$ cat src/sv/itp_pkg.sv
package itp_pkg;

	// Default operator stack depth
	localparam int ITP_STACK_DEPTH = 32;

	// Stack entry codes
	localparam int CODE_W = 3;
	typedef logic [CODE_W-1:0] op_code_t;

	localparam op_code_t OP_OPEN = 3'd0;
	localparam op_code_t OP_ADD  = 3'd1;
	localparam op_code_t OP_SUB  = 3'd2;
	localparam op_code_t OP_MUL  = 3'd3;
	localparam op_code_t OP_DIV  = 3'd4;
	localparam op_code_t OP_POW  = 3'd5;

	// ASCII characters with a meaning of their own
	localparam logic [7:0] CH_PLUS  = 8'h2B;
	localparam logic [7:0] CH_MINUS = 8'h2D;
	localparam logic [7:0] CH_STAR  = 8'h2A;
	localparam logic [7:0] CH_SLASH = 8'h2F;
	localparam logic [7:0] CH_CARET = 8'h5E;
	localparam logic [7:0] CH_LPAR  = 8'h28;
	localparam logic [7:0] CH_RPAR  = 8'h29;
	localparam logic [7:0] CH_0     = 8'h30;
	localparam logic [7:0] CH_9     = 8'h39;
	localparam logic [7:0] CH_UA    = 8'h41;
	localparam logic [7:0] CH_UZ    = 8'h5A;
	localparam logic [7:0] CH_LA    = 8'h61;
	localparam logic [7:0] CH_LZ    = 8'h7A;

	// Character classes
	typedef enum logic [2:0] {
		CLS_DROP,
		CLS_ALNUM,
		CLS_OPEN,
		CLS_CLOSE,
		CLS_OP
	} char_cls_t;

	typedef struct packed {
		char_cls_t cls;
		op_code_t  code;
	} char_info_t;

	// Stack code back to its ASCII character
	function automatic logic [7:0] code_char(op_code_t c);
		logic [7:0] ch;
		unique case (c)
			OP_OPEN: ch = CH_LPAR;
			OP_ADD:  ch = CH_PLUS;
			OP_SUB:  ch = CH_MINUS;
			OP_MUL:  ch = CH_STAR;
			OP_DIV:  ch = CH_SLASH;
			OP_POW:  ch = CH_CARET;
			default: ch = 8'h00;
		endcase
		return ch;
	endfunction

	// Precedence; open parenthesis ranks lowest
	function automatic logic [1:0] code_prec(op_code_t c);
		logic [1:0] p;
		unique case (c)
			OP_ADD, OP_SUB: p = 2'd1;
			OP_MUL, OP_DIV: p = 2'd2;
			OP_POW:         p = 2'd3;
			default:        p = 2'd0;
		endcase
		return p;
	endfunction

endpackage

$ cat src/sv/infix_to_postfix_converter.sv
// Channel   Dir  Request contents
// s_axis    in   tdata[7:0] character; tuser[0] kind (1 = end of expression)
// m_axis    out  tdata[7:0] symbol; tuser[0] done_res, tuser[1] error; tlast = last
//
// A letter or digit is handed out through the single-result state; an open parenthesis
// or a dropped character is handled on accept. Each stacked entry popped by a close
// parenthesis, an operator or the end mark passes a stack RAM read and the precedence
// compare before the item finishes. Output stalls hold the sequencer; one result is
// buffered so the last flag is known before it is presented.
// arst_n clears the sequencer, stack count and error flag; the stack RAM is not cleared.
module infix_to_postfix_converter #(
	parameter int STACK_DEPTH = itp_pkg::ITP_STACK_DEPTH
) (
	input  logic       clk,
	input  logic       arst_n,
	input  logic       s_axis_tvalid,
	output logic       s_axis_tready,
	input  logic [7:0] s_axis_tdata,  // [7:0] character
	input  logic [0:0] s_axis_tuser,  // [0] kind
	output logic       m_axis_tvalid,
	input  logic       m_axis_tready,
	output logic [7:0] m_axis_tdata,  // [7:0] symbol
	output logic [1:0] m_axis_tuser,  // [0] done_res, [1] error
	output logic       m_axis_tlast
);

	import itp_pkg::*;

	localparam int AW = $clog2(STACK_DEPTH);
	localparam int CW = $clog2(STACK_DEPTH + 1);

	typedef enum logic [1:0] {
		ST_IDLE,
		ST_SCAN,
		ST_FETCH,
		ST_SINGLE
	} state_t;

	typedef enum logic [1:0] {
		M_CLOSE,
		M_OP,
		M_DRAIN
	} mode_t;

	state_t     state_q;
	mode_t      mode_q;
	op_code_t   op_q;
	logic [CW-1:0] count_q;
	logic       err_q;
	logic       err_acc_q;
	logic       pend_vld_q;
	logic [7:0] pend_sym_q;
	logic       pend_done_q;
	logic       pend_err_q;
	logic       m_tvalid_q;
	logic [7:0] m_tdata_q;
	logic [1:0] m_tuser_q;
	logic       m_tlast_q;

	char_info_t info;
	op_code_t   top_code;
	logic       empty;
	logic       full;
	logic       out_free;
	logic       out_load;
	logic       pop_want;
	logic       pop_emits;
	logic       accept;
	logic       wr_en;
	op_code_t   wr_data;
	logic [AW-1:0] rd_addr;
	logic [CW-1:0] count_dec;

	itp_classify u_classify (
		.character (s_axis_tdata),
		.info      (info)
	);

	itp_ram #(
		.WIDTH (CODE_W),
		.DEPTH (STACK_DEPTH)
	) u_stack (
		.clk   (clk),
		.we    (wr_en),
		.waddr (count_q[AW-1:0]),
		.wdata (wr_data),
		.raddr (rd_addr),
		.rdata (top_code)
	);

	assign s_axis_tready = (state_q == ST_IDLE);
	assign accept        = s_axis_tvalid && s_axis_tready;
	assign m_axis_tvalid = m_tvalid_q;
	assign m_axis_tdata  = m_tdata_q;
	assign m_axis_tuser  = m_tuser_q;
	assign m_axis_tlast  = m_tlast_q;

	// Stack pointers and status
	assign count_dec = count_q - CW'(1);
	assign rd_addr   = count_dec[AW-1:0];
	assign empty     = (count_q == '0);
	assign full      = (count_q == CW'(STACK_DEPTH));
	assign out_free  = !m_tvalid_q || m_axis_tready;

	// Output register takes the buffered result this cycle
	assign out_load = out_free && ((state_q == ST_SINGLE) ||
		(state_q == ST_SCAN && pend_vld_q &&
			(pop_want ? pop_emits : (mode_q == M_DRAIN))));

	// Shared pop decision: one stack entry per pass
	always_comb begin
		unique case (mode_q)
			M_CLOSE: pop_want = !empty && (top_code != OP_OPEN);
			M_OP:    pop_want = !empty && (code_prec(top_code) >= code_prec(op_q));
			M_DRAIN: pop_want = !empty;
			default: pop_want = 1'b0;
		endcase
		pop_emits = !((mode_q == M_DRAIN) && (top_code == OP_OPEN));
	end

	// Stack push: open parenthesis on accept, operator at end of its scan
	always_comb begin
		wr_en   = 1'b0;
		wr_data = OP_OPEN;
		if (accept && !s_axis_tuser[0] && !err_q && info.cls == CLS_OPEN && !full) begin
			wr_en = 1'b1;
		end else if (state_q == ST_SCAN && mode_q == M_OP && !pop_want && !full) begin
			wr_en   = 1'b1;
			wr_data = op_q;
		end
	end

	// Sequencer, stack count and output register
	always_ff @(posedge clk or negedge arst_n) begin
		if (!arst_n) begin
			state_q     <= ST_IDLE;
			mode_q      <= M_DRAIN;
			op_q        <= OP_OPEN;
			count_q     <= '0;
			err_q       <= 1'b0;
			err_acc_q   <= 1'b0;
			pend_vld_q  <= 1'b0;
			pend_sym_q  <= 8'h00;
			pend_done_q <= 1'b0;
			pend_err_q  <= 1'b0;
			m_tvalid_q  <= 1'b0;
			m_tdata_q   <= 8'h00;
			m_tuser_q   <= 2'b00;
			m_tlast_q   <= 1'b0;
		end else begin
			// Output valid: set on a load, cleared when the request is taken
			if (out_load) begin
				m_tvalid_q <= 1'b1;
			end else if (m_axis_tready) begin
				m_tvalid_q <= 1'b0;
			end
			unique case (state_q)
				ST_IDLE: begin
					if (s_axis_tvalid) begin
						if (s_axis_tuser[0]) begin
							if (err_q) begin
								pend_vld_q  <= 1'b1;
								pend_sym_q  <= 8'h00;
								pend_done_q <= 1'b1;
								pend_err_q  <= 1'b1;
								count_q     <= '0;
								err_q       <= 1'b0;
								state_q     <= ST_SINGLE;
							end else begin
								mode_q    <= M_DRAIN;
								err_acc_q <= 1'b0;
								state_q   <= ST_SCAN;
							end
						end else if (!err_q) begin
							unique case (info.cls)
								CLS_ALNUM: begin
									pend_vld_q  <= 1'b1;
									pend_sym_q  <= s_axis_tdata;
									pend_done_q <= 1'b0;
									pend_err_q  <= 1'b0;
									state_q     <= ST_SINGLE;
								end
								CLS_OPEN: begin
									if (full) begin
										err_q <= 1'b1;
									end else begin
										count_q <= count_q + CW'(1);
									end
								end
								CLS_CLOSE: begin
									mode_q  <= M_CLOSE;
									state_q <= ST_SCAN;
								end
								CLS_OP: begin
									mode_q  <= M_OP;
									op_q    <= info.code;
									state_q <= ST_SCAN;
								end
								default: begin
								end
							endcase
						end
					end
				end
				ST_SCAN: begin
					if (pop_want) begin
						if (!pop_emits) begin
							// open parenthesis left at the end mark
							err_acc_q <= 1'b1;
							count_q   <= count_dec;
							state_q   <= ST_FETCH;
						end else if (!pend_vld_q || out_free) begin
							if (pend_vld_q) begin
								m_tdata_q  <= pend_sym_q;
								m_tuser_q  <= {pend_err_q, pend_done_q};
								m_tlast_q  <= 1'b0;
							end
							pend_vld_q  <= 1'b1;
							pend_sym_q  <= code_char(top_code);
							pend_done_q <= 1'b0;
							pend_err_q  <= 1'b0;
							count_q     <= count_dec;
							state_q     <= ST_FETCH;
						end
					end else begin
						unique case (mode_q)
							M_CLOSE: begin
								if (empty) begin
									err_q <= 1'b1;
								end else begin
									count_q <= count_dec;
								end
								state_q <= pend_vld_q ? ST_SINGLE : ST_IDLE;
							end
							M_OP: begin
								if (full) begin
									err_q <= 1'b1;
								end else begin
									count_q <= count_q + CW'(1);
								end
								state_q <= pend_vld_q ? ST_SINGLE : ST_IDLE;
							end
							M_DRAIN: begin
								if (!pend_vld_q || out_free) begin
									if (pend_vld_q) begin
										m_tdata_q  <= pend_sym_q;
										m_tuser_q  <= {pend_err_q, pend_done_q};
										m_tlast_q  <= 1'b0;
									end
									pend_vld_q  <= 1'b1;
									pend_sym_q  <= 8'h00;
									pend_done_q <= 1'b1;
									pend_err_q  <= err_acc_q;
									count_q     <= '0;
									err_q       <= 1'b0;
									state_q     <= ST_SINGLE;
								end
							end
							default: begin
								state_q <= ST_IDLE;
							end
						endcase
					end
				end
				ST_FETCH: begin
					// new top of stack arrives from the RAM
					state_q <= ST_SCAN;
				end
				ST_SINGLE: begin
					if (out_free) begin
						m_tdata_q  <= pend_sym_q;
						m_tuser_q  <= {pend_err_q, pend_done_q};
						m_tlast_q  <= 1'b1;
						pend_vld_q <= 1'b0;
						state_q    <= ST_IDLE;
					end
				end
				default: begin
					state_q <= ST_IDLE;
				end
			endcase
		end
	end

endmodule

$ cat src/sv/itp_ram.sv
module itp_ram #(
	parameter int WIDTH = 3,
	parameter int DEPTH = 32
) (
	input  logic                     clk,
	input  logic                     we,
	input  logic [$clog2(DEPTH)-1:0] waddr,
	input  logic [WIDTH-1:0]         wdata,
	input  logic [$clog2(DEPTH)-1:0] raddr,
	output logic [WIDTH-1:0]         rdata
);

	logic [WIDTH-1:0] mem_q [DEPTH];

	// One write port, one registered read port
	always_ff @(posedge clk) begin
		if (we) begin
			mem_q[waddr] <= wdata;
		end
		rdata <= mem_q[raddr];
	end

endmodule

$ cat src/sv/itp_classify.sv
module itp_classify (
	input  logic [7:0]          character,
	output itp_pkg::char_info_t info
);

	import itp_pkg::*;

	// Sort one character into its class and operator code
	always_comb begin
		info.cls  = CLS_DROP;
		info.code = OP_OPEN;
		priority if ((character >= CH_0 && character <= CH_9) ||
				(character >= CH_UA && character <= CH_UZ) ||
				(character >= CH_LA && character <= CH_LZ)) begin
			info.cls = CLS_ALNUM;
		end else if (character == CH_LPAR) begin
			info.cls = CLS_OPEN;
		end else if (character == CH_RPAR) begin
			info.cls = CLS_CLOSE;
		end else if (character == CH_PLUS) begin
			info.cls  = CLS_OP;
			info.code = OP_ADD;
		end else if (character == CH_MINUS) begin
			info.cls  = CLS_OP;
			info.code = OP_SUB;
		end else if (character == CH_STAR) begin
			info.cls  = CLS_OP;
			info.code = OP_MUL;
		end else if (character == CH_SLASH) begin
			info.cls  = CLS_OP;
			info.code = OP_DIV;
		end else if (character == CH_CARET) begin
			info.cls  = CLS_OP;
			info.code = OP_POW;
		end else begin
			info.cls = CLS_DROP;
		end
	end

endmodule

$ cat config.mk
export PLATFORM = sky130hd
export DESIGN_NAME = infix_to_postfix_converter
export DESIGN_NICKNAME = d
export VERILOG_FILES = /design/src/sv/itp_pkg.sv /design/src/sv/infix_to_postfix_converter.sv /design/src/sv/itp_ram.sv /design/src/sv/itp_classify.sv
export SDC_FILE = /design/constraint.sdc
export NUM_CORES = 1
export LEC_CHECK = 0
export ABC_CLOCK_PERIOD_IN_PS = 5300
export BUFFER_PORTS_ARGS = -buffer_cell sky130_fd_sc_hd__clkbuf_2
export CAP_MARGIN = 20
export CORE_UTILIZATION = 23
export DETAILED_ROUTE_END_ITERATION = 7
export PLACE_DENSITY = 0.36
export SLEW_MARGIN = 20
export SYNTH_ARGS = -nofsm -noshare
export SYNTH_HDL_FRONTEND = slang
export SYNTH_SLANG_ARGS = --single-unit
export TNS_END_PERCENT = 5
$ cat constraint.sdc
create_clock -name clk -period 5.3 [get_ports clk]
set_clock_uncertainty 0.2 [all_clocks]
set_input_delay 1.06 -clock clk [delete_from_list [all_inputs] [get_ports clk]]
set_output_delay 1.06 -clock clk [all_outputs]
set_load 0.02 [all_outputs]
Yosys cells after proc, flatten, opt, wreduce, memory -nomap -nowiden
Memory sizes are Yosys's and may differ from the RTL's. A register that Yosys moved wholly into a read port is not among the register bits. Cells that the tools add are included.

Add/sub/neg operators: 2. $mul: 0. Divide/modulo/power cells: 0. $lt $le $gt $ge: 7. Equality and inequality tests: 50. Shift operators: 0. Muxes and demuxes: 130. Bitwise gates (word level): 2. Reductions and logical operators: 55.

Operators with widths (count): two-way mux 8 bit (16); two-way mux 6 bit (15); == test 8 x 6 -> 1 bit (second input constant) (6); two-way mux 1 bit (48); two-way mux 2 bit (21); case mux 7 bit (6 select lines) (1); case mux 8 bit (2 select lines) (2); two-way mux 3 bit (10); == test 3 x 2 -> 1 bit (second input constant) (6); case mux 6 bit (3 select lines) (1); logical AND 1 bit (17); >= comparator 8 x 7 -> 1 bit (second input constant) (2); less-or-equal comparator 8 x 7 -> 1 bit (second input constant) (2); case mux 2 bit (2 select lines) (4); AND reduction 8 bit (2); == test 3 bit (second input constant) (5); != test 3 bit (second input constant) (5); != test 4 x 2 -> 1 bit (second input constant) (3); case mux 2 bit (3 select lines) (2); case mux 6 bit (2 select lines) (1); AND reduction 6 bit (2); OR reduction 2 bit (6); != test 2 bit (second input constant) (5); case mux 1 bit (2 select lines) (5); other kinds (30) (59).

Flip-flop bits (word level): 38. Latch bits: 0. RAM bits: 96. Bits in read-only memories: 0. Input port bits: 13. Output and inout port bits: 13. Logic and storage cells: 261. Memories: 1.

Memory list: u_stack.mem_q (depth 32, width 3, read ports 1, clocked after memory_dff 1, write ports 1, line itp_ram.sv:13) `logic [WIDTH-1:0] mem_q [DEPTH];`.

Depth between registers and ports, before layout
Word-level depth: 16. Gate-level depth with buffers: 11. Gate-level depth less buffers: 9.

Modules after synthesis
From an unflattened synthesis, not the netlist that was laid out.

Cells, all modules: 484. Area total of the unflattened synthesis: 6646.4 µm².

By module, submodules not included: itp_ram (times used 1, cells each 185, area each 3916.3 µm², sequential area each 2942.8 µm²); infix_to_postfix_converter (times used 1, cells each 271, area each 2527.4 µm², sequential area each 952.2 µm²); itp_classify (times used 1, cells each 28, area each 202.7 µm², sequential area each 0.0 µm²).

Worst setup path before layout
OpenSTA, ideal clock, no wires.

Path type: reg2reg. From: register count_q[0]. To: register u_stack.rdata[0] (read register of u_stack.mem_q). Setup time: 0.121 ns. Data arrival time: 2.801 ns. Data required time: 4.979 ns. Path slack: 2.178 ns. Cell stages (with the launch flop): 9. Path buffers: 3. Clock period less this slack: 3.122 ns. Path through: dfrtp_1 -> clkbuf_1 -> inv_1 -> ha_1 -> clkbuf_1 -> clkbuf_1 -> mux4_2 -> mux4_2 -> mux2_2.

Word-level cells in the longest chain between the ends: 1.

Ends and longest elaborated chain: from (decl) (line infix_to_postfix_converter.sv:48) `logic [CW-1:0] count_q;`; from (signal assigned) (line infix_to_postfix_converter.sv:187) `count_q <= count_q + CW'(1);`; from (signal assigned) (line infix_to_postfix_converter.sv:210) `count_q <= count_dec;`; from (signal assigned) (line infix_to_postfix_converter.sv:222) `count_q <= count_dec;`; subtractor 6 x 1 -> 6 bit (line infix_to_postfix_converter.sv:99) `assign count_dec = count_q - CW'(1);`; to (decl) (line itp_ram.sv:10) `output logic [WIDTH-1:0] rdata`.

Every way passes these cells. A chain may end at the register's enable or synchronous reset.

Worst setup path in the final report
From: register count_q[0]. To: register m_tdata_q[0] (netlist: m_axis_tdata[0]).

Word-level cells in the longest chain between the ends: 6. Elaborated cells between the ends (all ways): 10. Classes of those cells: eq/ne (2); mux (3); reduce/logical (5).

Ends and longest elaborated chain: logical NOT 6 bit * (line infix_to_postfix_converter.sv:101) `assign empty = (count_q == '0);`; logical NOT 1 bit * (line infix_to_postfix_converter.sv:113, infix_to_postfix_converter.sv:114, infix_to_postfix_converter.sv:115); logical AND 1 bit, on equally long branches (line infix_to_postfix_converter.sv:114, infix_to_postfix_converter.sv:113); case mux 1 bit (3 select lines) * (line infix_to_postfix_converter.sv:112) `unique case (mode_q)`; != test 3 bit (no line) or two-way mux 8 bit (tied branches); AND reduction 4 bit (no line) or case mux 8 bit (2 select lines) (tied branches); to (signal assigned) (line infix_to_postfix_converter.sv:214) `m_tdata_q <= pend_sym_q;`; to (signal assigned) (line infix_to_postfix_converter.sv:246) `m_tdata_q <= pend_sym_q;`; to (signal assigned) (line infix_to_postfix_converter.sv:271) `m_tdata_q <= pend_sym_q;`; to (decl) (line infix_to_postfix_converter.sv:56) `logic [7:0] m_tdata_q;`.

Every way passes the cells marked *; elsewhere a longest branch is shown, timed or not.

==> metrics.yaml <==
pwr:
  combPwrFrac: 0.322
  finalPower_w: 0.00377
  p_switching_w: 0.00132
  p_leak_nw: 2.46
  ir_worst_vdd_mv: 0.191
  p_int_w: 0.00245
  power_density_mw_per_mm2: 490
  switching_share: 0.349
  power_frac_clock: 0.320
  seqPwrFrac: 0.358
synth:
  synth-edff-count: 96
  syn_inst: 476
  synth_ff_type: "edfxtp_1"
  synth_simple_gate_area_frac: 0.111
  netlist_area_sq_mm: 0.00657
  yosysSeqAreaShare: 0.593
  synth_top_family_by_area: "multiplexers"
  synthMuxAreaShare: 0.157
  synthArstFlopShare: 0.277
  ys_types: 69
  synth_fa_ha_area_frac: 0.0191
  synthesis.nets: 499
  synth-seq-cells: 137
  synth_compound_gate_area_share: 0.0915
  synth_xor_area_frac: 0.00667
  syn_area_per_cell_sq_um: 13.8
  ys.warnings.count: 0
worst_setup_path:
  required_ps: 5410
  max_stage_delay_ps: 730
  path_delay_family: "simple AND/OR/NAND/NOR gates"
  setup.worst_path.class: "flip-flop to flip-flop"
  endpoint_kind: "flip-flop"
  worst-path-buf-inv: 2
  crit_path_max_fanout: 32
  critPathArrivalTime_ps: 3710
  r2r_start: "count_q[0]"
  cp_cell_sequence: "buf_4 -> inv_1 -> ha_2 -> or4b_4 -> o21bai_4 -> or2_2 -> a31oi_1 -> nor3_2 -> mux2_2"
  rr_endpoint: "m_axis_tdata[0]"
  regToRegSetupSlack_ps: 1690
  rr_worst_depth: 9
  startpoint_type: "flip-flop"
  cpMaxStageDelayCell: "nor3_2"
cts:
  tritoncts: "done"
  cts-buffers-inserted: 17
  path_clk_slew_ps: 60
  cts_setup_buffers: 0
  cts.sinks: 137
  cts_resized: 0
  insertion_delay_ps: 420
  h-tree-depth: 4
  ctsHoldBuffers: 0
  clockRootBuffer: "clkbuf_16"
  clock_path_buffers: 2
cells_and_area:
  register_area_sq_mm: 0.00390
  multiInputGateArea_sq_mm: 0.00253
  drive_gt1_frac: 0.232
  synthToLayoutAreaGrowth_pct: 17.1
  nNetsFinal: 527
  antenna_cells: 0
  fillers: 2914
timing:
  finalCritPeriodShare: 0.681
  timing.fmax_mhz: 277
  finalSetupViolCount: 0
  rsz0062_at_grt: "false"
  slew-limit-headroom: 0.365
  hold_violations: 0
  finalSetupTns_ps: 0
  final.min_clock_period_ps: 3610
  tightest_slew_ps: 947
  report.final.slew_viol_count: 0
global_route:
  grt_pass1_wl_um: 25700
  grt_pass1_vias: 4234
  grt_overflow: 0
  antenna_found_initial: 0
  gr-usage-all-layers: 0.120
  grt_max_degree: 39
hold_path:
  hold_path_depth: 1
  hp-start: "m_axis_tdata[5]"
  hold_end: "m_axis_tdata[5]"
  min_path_type: "flip-flop to flip-flop"
flow_run:
  drv_cap: 0
routing:
  firstDrtPassIters: 6
  avgRoutedWirePerCell_um: 18.5
  drt_iter0_markers: 275
  via_count: 4054
  drtAntennaViolNets: 0
  drc: 0
  via_per_inst: 4.53
  totalWireLength_um: 16600
die:
  core_area_sq_mm: 0.0279
  die_w_um: 171
  dieHeight_um: 171
  rows: 61
  die_area_sq_mm: 0.0292
  boundaryPins: 26
  start_util: 0.235
placement:
  place_congestion: 0.771
  io_buffers: 25
  dpl.hpwl_um: 11100
run_status:
  outcome: "finished, final reports clean"
-- cells in the mapped netlist (2+ instances only) --
master    number  area share
nand3_1       13      0.0099
nand2_1       37       0.021
nor3_1        11      0.0084
inv_1         12      0.0069
edfxtp_1      96        0.44
or3_1          2      0.0019
and3_1         3      0.0029
clkbuf_1      11      0.0063
buf_4          3      0.0034
and3b_1        2      0.0027
mux2_2         7       0.012
a211oi_1       4      0.0046
nor4b_1        2      0.0027
o211a_1        2      0.0030
mux2_4         9       0.021
a22o_1         2      0.0027
nand3b_1       3      0.0034
mux4_2        30        0.10
buf_2          2      0.0015
o2111a_1       2      0.0034
xnor2_1        4      0.0053
nor3b_1        2      0.0023
nand2b_1       7      0.0067
nor2b_1        9      0.0086
o22ai_1        6      0.0057
a21o_1         4      0.0046
nor2_1        45       0.026
dfrtp_1       37        0.14
o32a_1         2      0.0030
a21oi_1       14       0.011
a32o_1         3      0.0046
dfxtp_1        3      0.0091
and2_1         6      0.0057
o21ai_0       24       0.018
buf_1          3      0.0017
mux2i_1        4      0.0061
ha_1          10       0.019
mux2_1         9       0.015
-- state kept, by name, summed over array words and instances, names as in the netlist --
signal         flops
count_q            6
err_acc_q          1
err_q              1
m_axis_tdata       8
m_axis_tlast       1
m_axis_tuser       2
m_axis_tvalid      1
mode_q             2
op_q               3
pend_done_q        1
pend_err_q         1
pend_sym_q         8
pend_vld_q         1
state_q            2
u_stack.mem_q     96
u_stack.rdata      3
-- layout by cell type, fill, tap and decap left out, types with 9 or more instances in the layout --
master | Yosys | layout
mux2_4 | 9 | 9
nand3_1 | 13 | 13
clkbuf_2 | 0 | 24
clkbuf_16 | 0 | 17
nor3_1 | 11 | 11
a21oi_1 | 14 | 14
nor2b_1 | 9 | 9
ha_1 | 10 | 9
mux2_1 | 9 | 9
dfrtp_1 | 37 | 36
o21ai_0 | 24 | 24
nand2_1 | 37 | 37
inv_1 | 12 | 12
mux4_2 | 30 | 30
edfxtp_1 | 96 | 96
nor2_1 | 45 | 45
-- power by group through the flow --
| stage | clock network [W] | registers (W) | logic, W |
|---|---|---|---|
| after CTS | 0.00124 | 0.00135 | 0.00123 |
| after detailed placement | 0 | 0.00137 | 0.00122 |
| after global routing | 0.00128 | 0.00137 | 0.00133 |
| final | 0.00121 | 0.00135 | 0.00121 |
| after global placement | 0 | 0.00137 | 0.00122 |
| after floorplan | 0 | 0.00136 | 0.000948 |
-- stage by stage --
step | instances | cell area, sq um | setup WS, ps | utilization | hold WS [ps]
after floorplan | 476 | 6570 | 2180 | - | 256
after global placement | 863 | 7100 | 1660 | 0.254 | 271
after detailed placement | 863 | 7100 | 1570 | 0.254 | 280
after CTS | 895 | 7690 | 1550 | 0.275 | 294
after global routing | 895 | 7690 | 1420 | 0.275 | 314
final | 895 | 7690 | 1690 | 0.275 | 286
-- layer usage --
metal	GRT usage	up-vias	routed length, um
met5	0	-	0
met4	0.0466	0	247
met3	0.0222	19	449
met2	0.190	76	7710
met1	0.161	2064	8150
li1	-	1895	-
-- worst max path at each step --
stage	startpoint	endpoint	slack, ps	depth (start not counted)
after floorplan	count_q[0]	u_stack.rdata[0]	2180	8
after global placement	count_q[0]	m_axis_tdata[0]	1660	9
after detailed placement	count_q[0]	m_axis_tdata[0]	1570	9
after CTS	count_q[0]	m_axis_tdata[0]	1550	9
after global routing	count_q[0]	m_axis_tdata[0]	1420	9
final	count_q[0]	m_axis_tdata[0]	1690	9
-- cells by family (layout without fill, tap and decap cells) --
group	count (synthesis)	after routing
compound gates	84	84
xor+xnor	5	5
flops	137	137
fa+ha+maj	10	10
buf+inv	32	73
simple gates	149	149
mux	59	59
-- area by class of cell --
class / instances / area share
Clock buffer: 18 / 0.0558
Clock inverter: 14 / 0.0208
Inverter: 12 / 0.00586
Multi-Input combinational cell: 307 / 0.329
Sequential cell: 137 / 0.507
Tap cell: 378 / 0.0615
Timing Repair Buffer: 29 / 0.0202
Note: power is estimated with default switching activity, not from simulation.
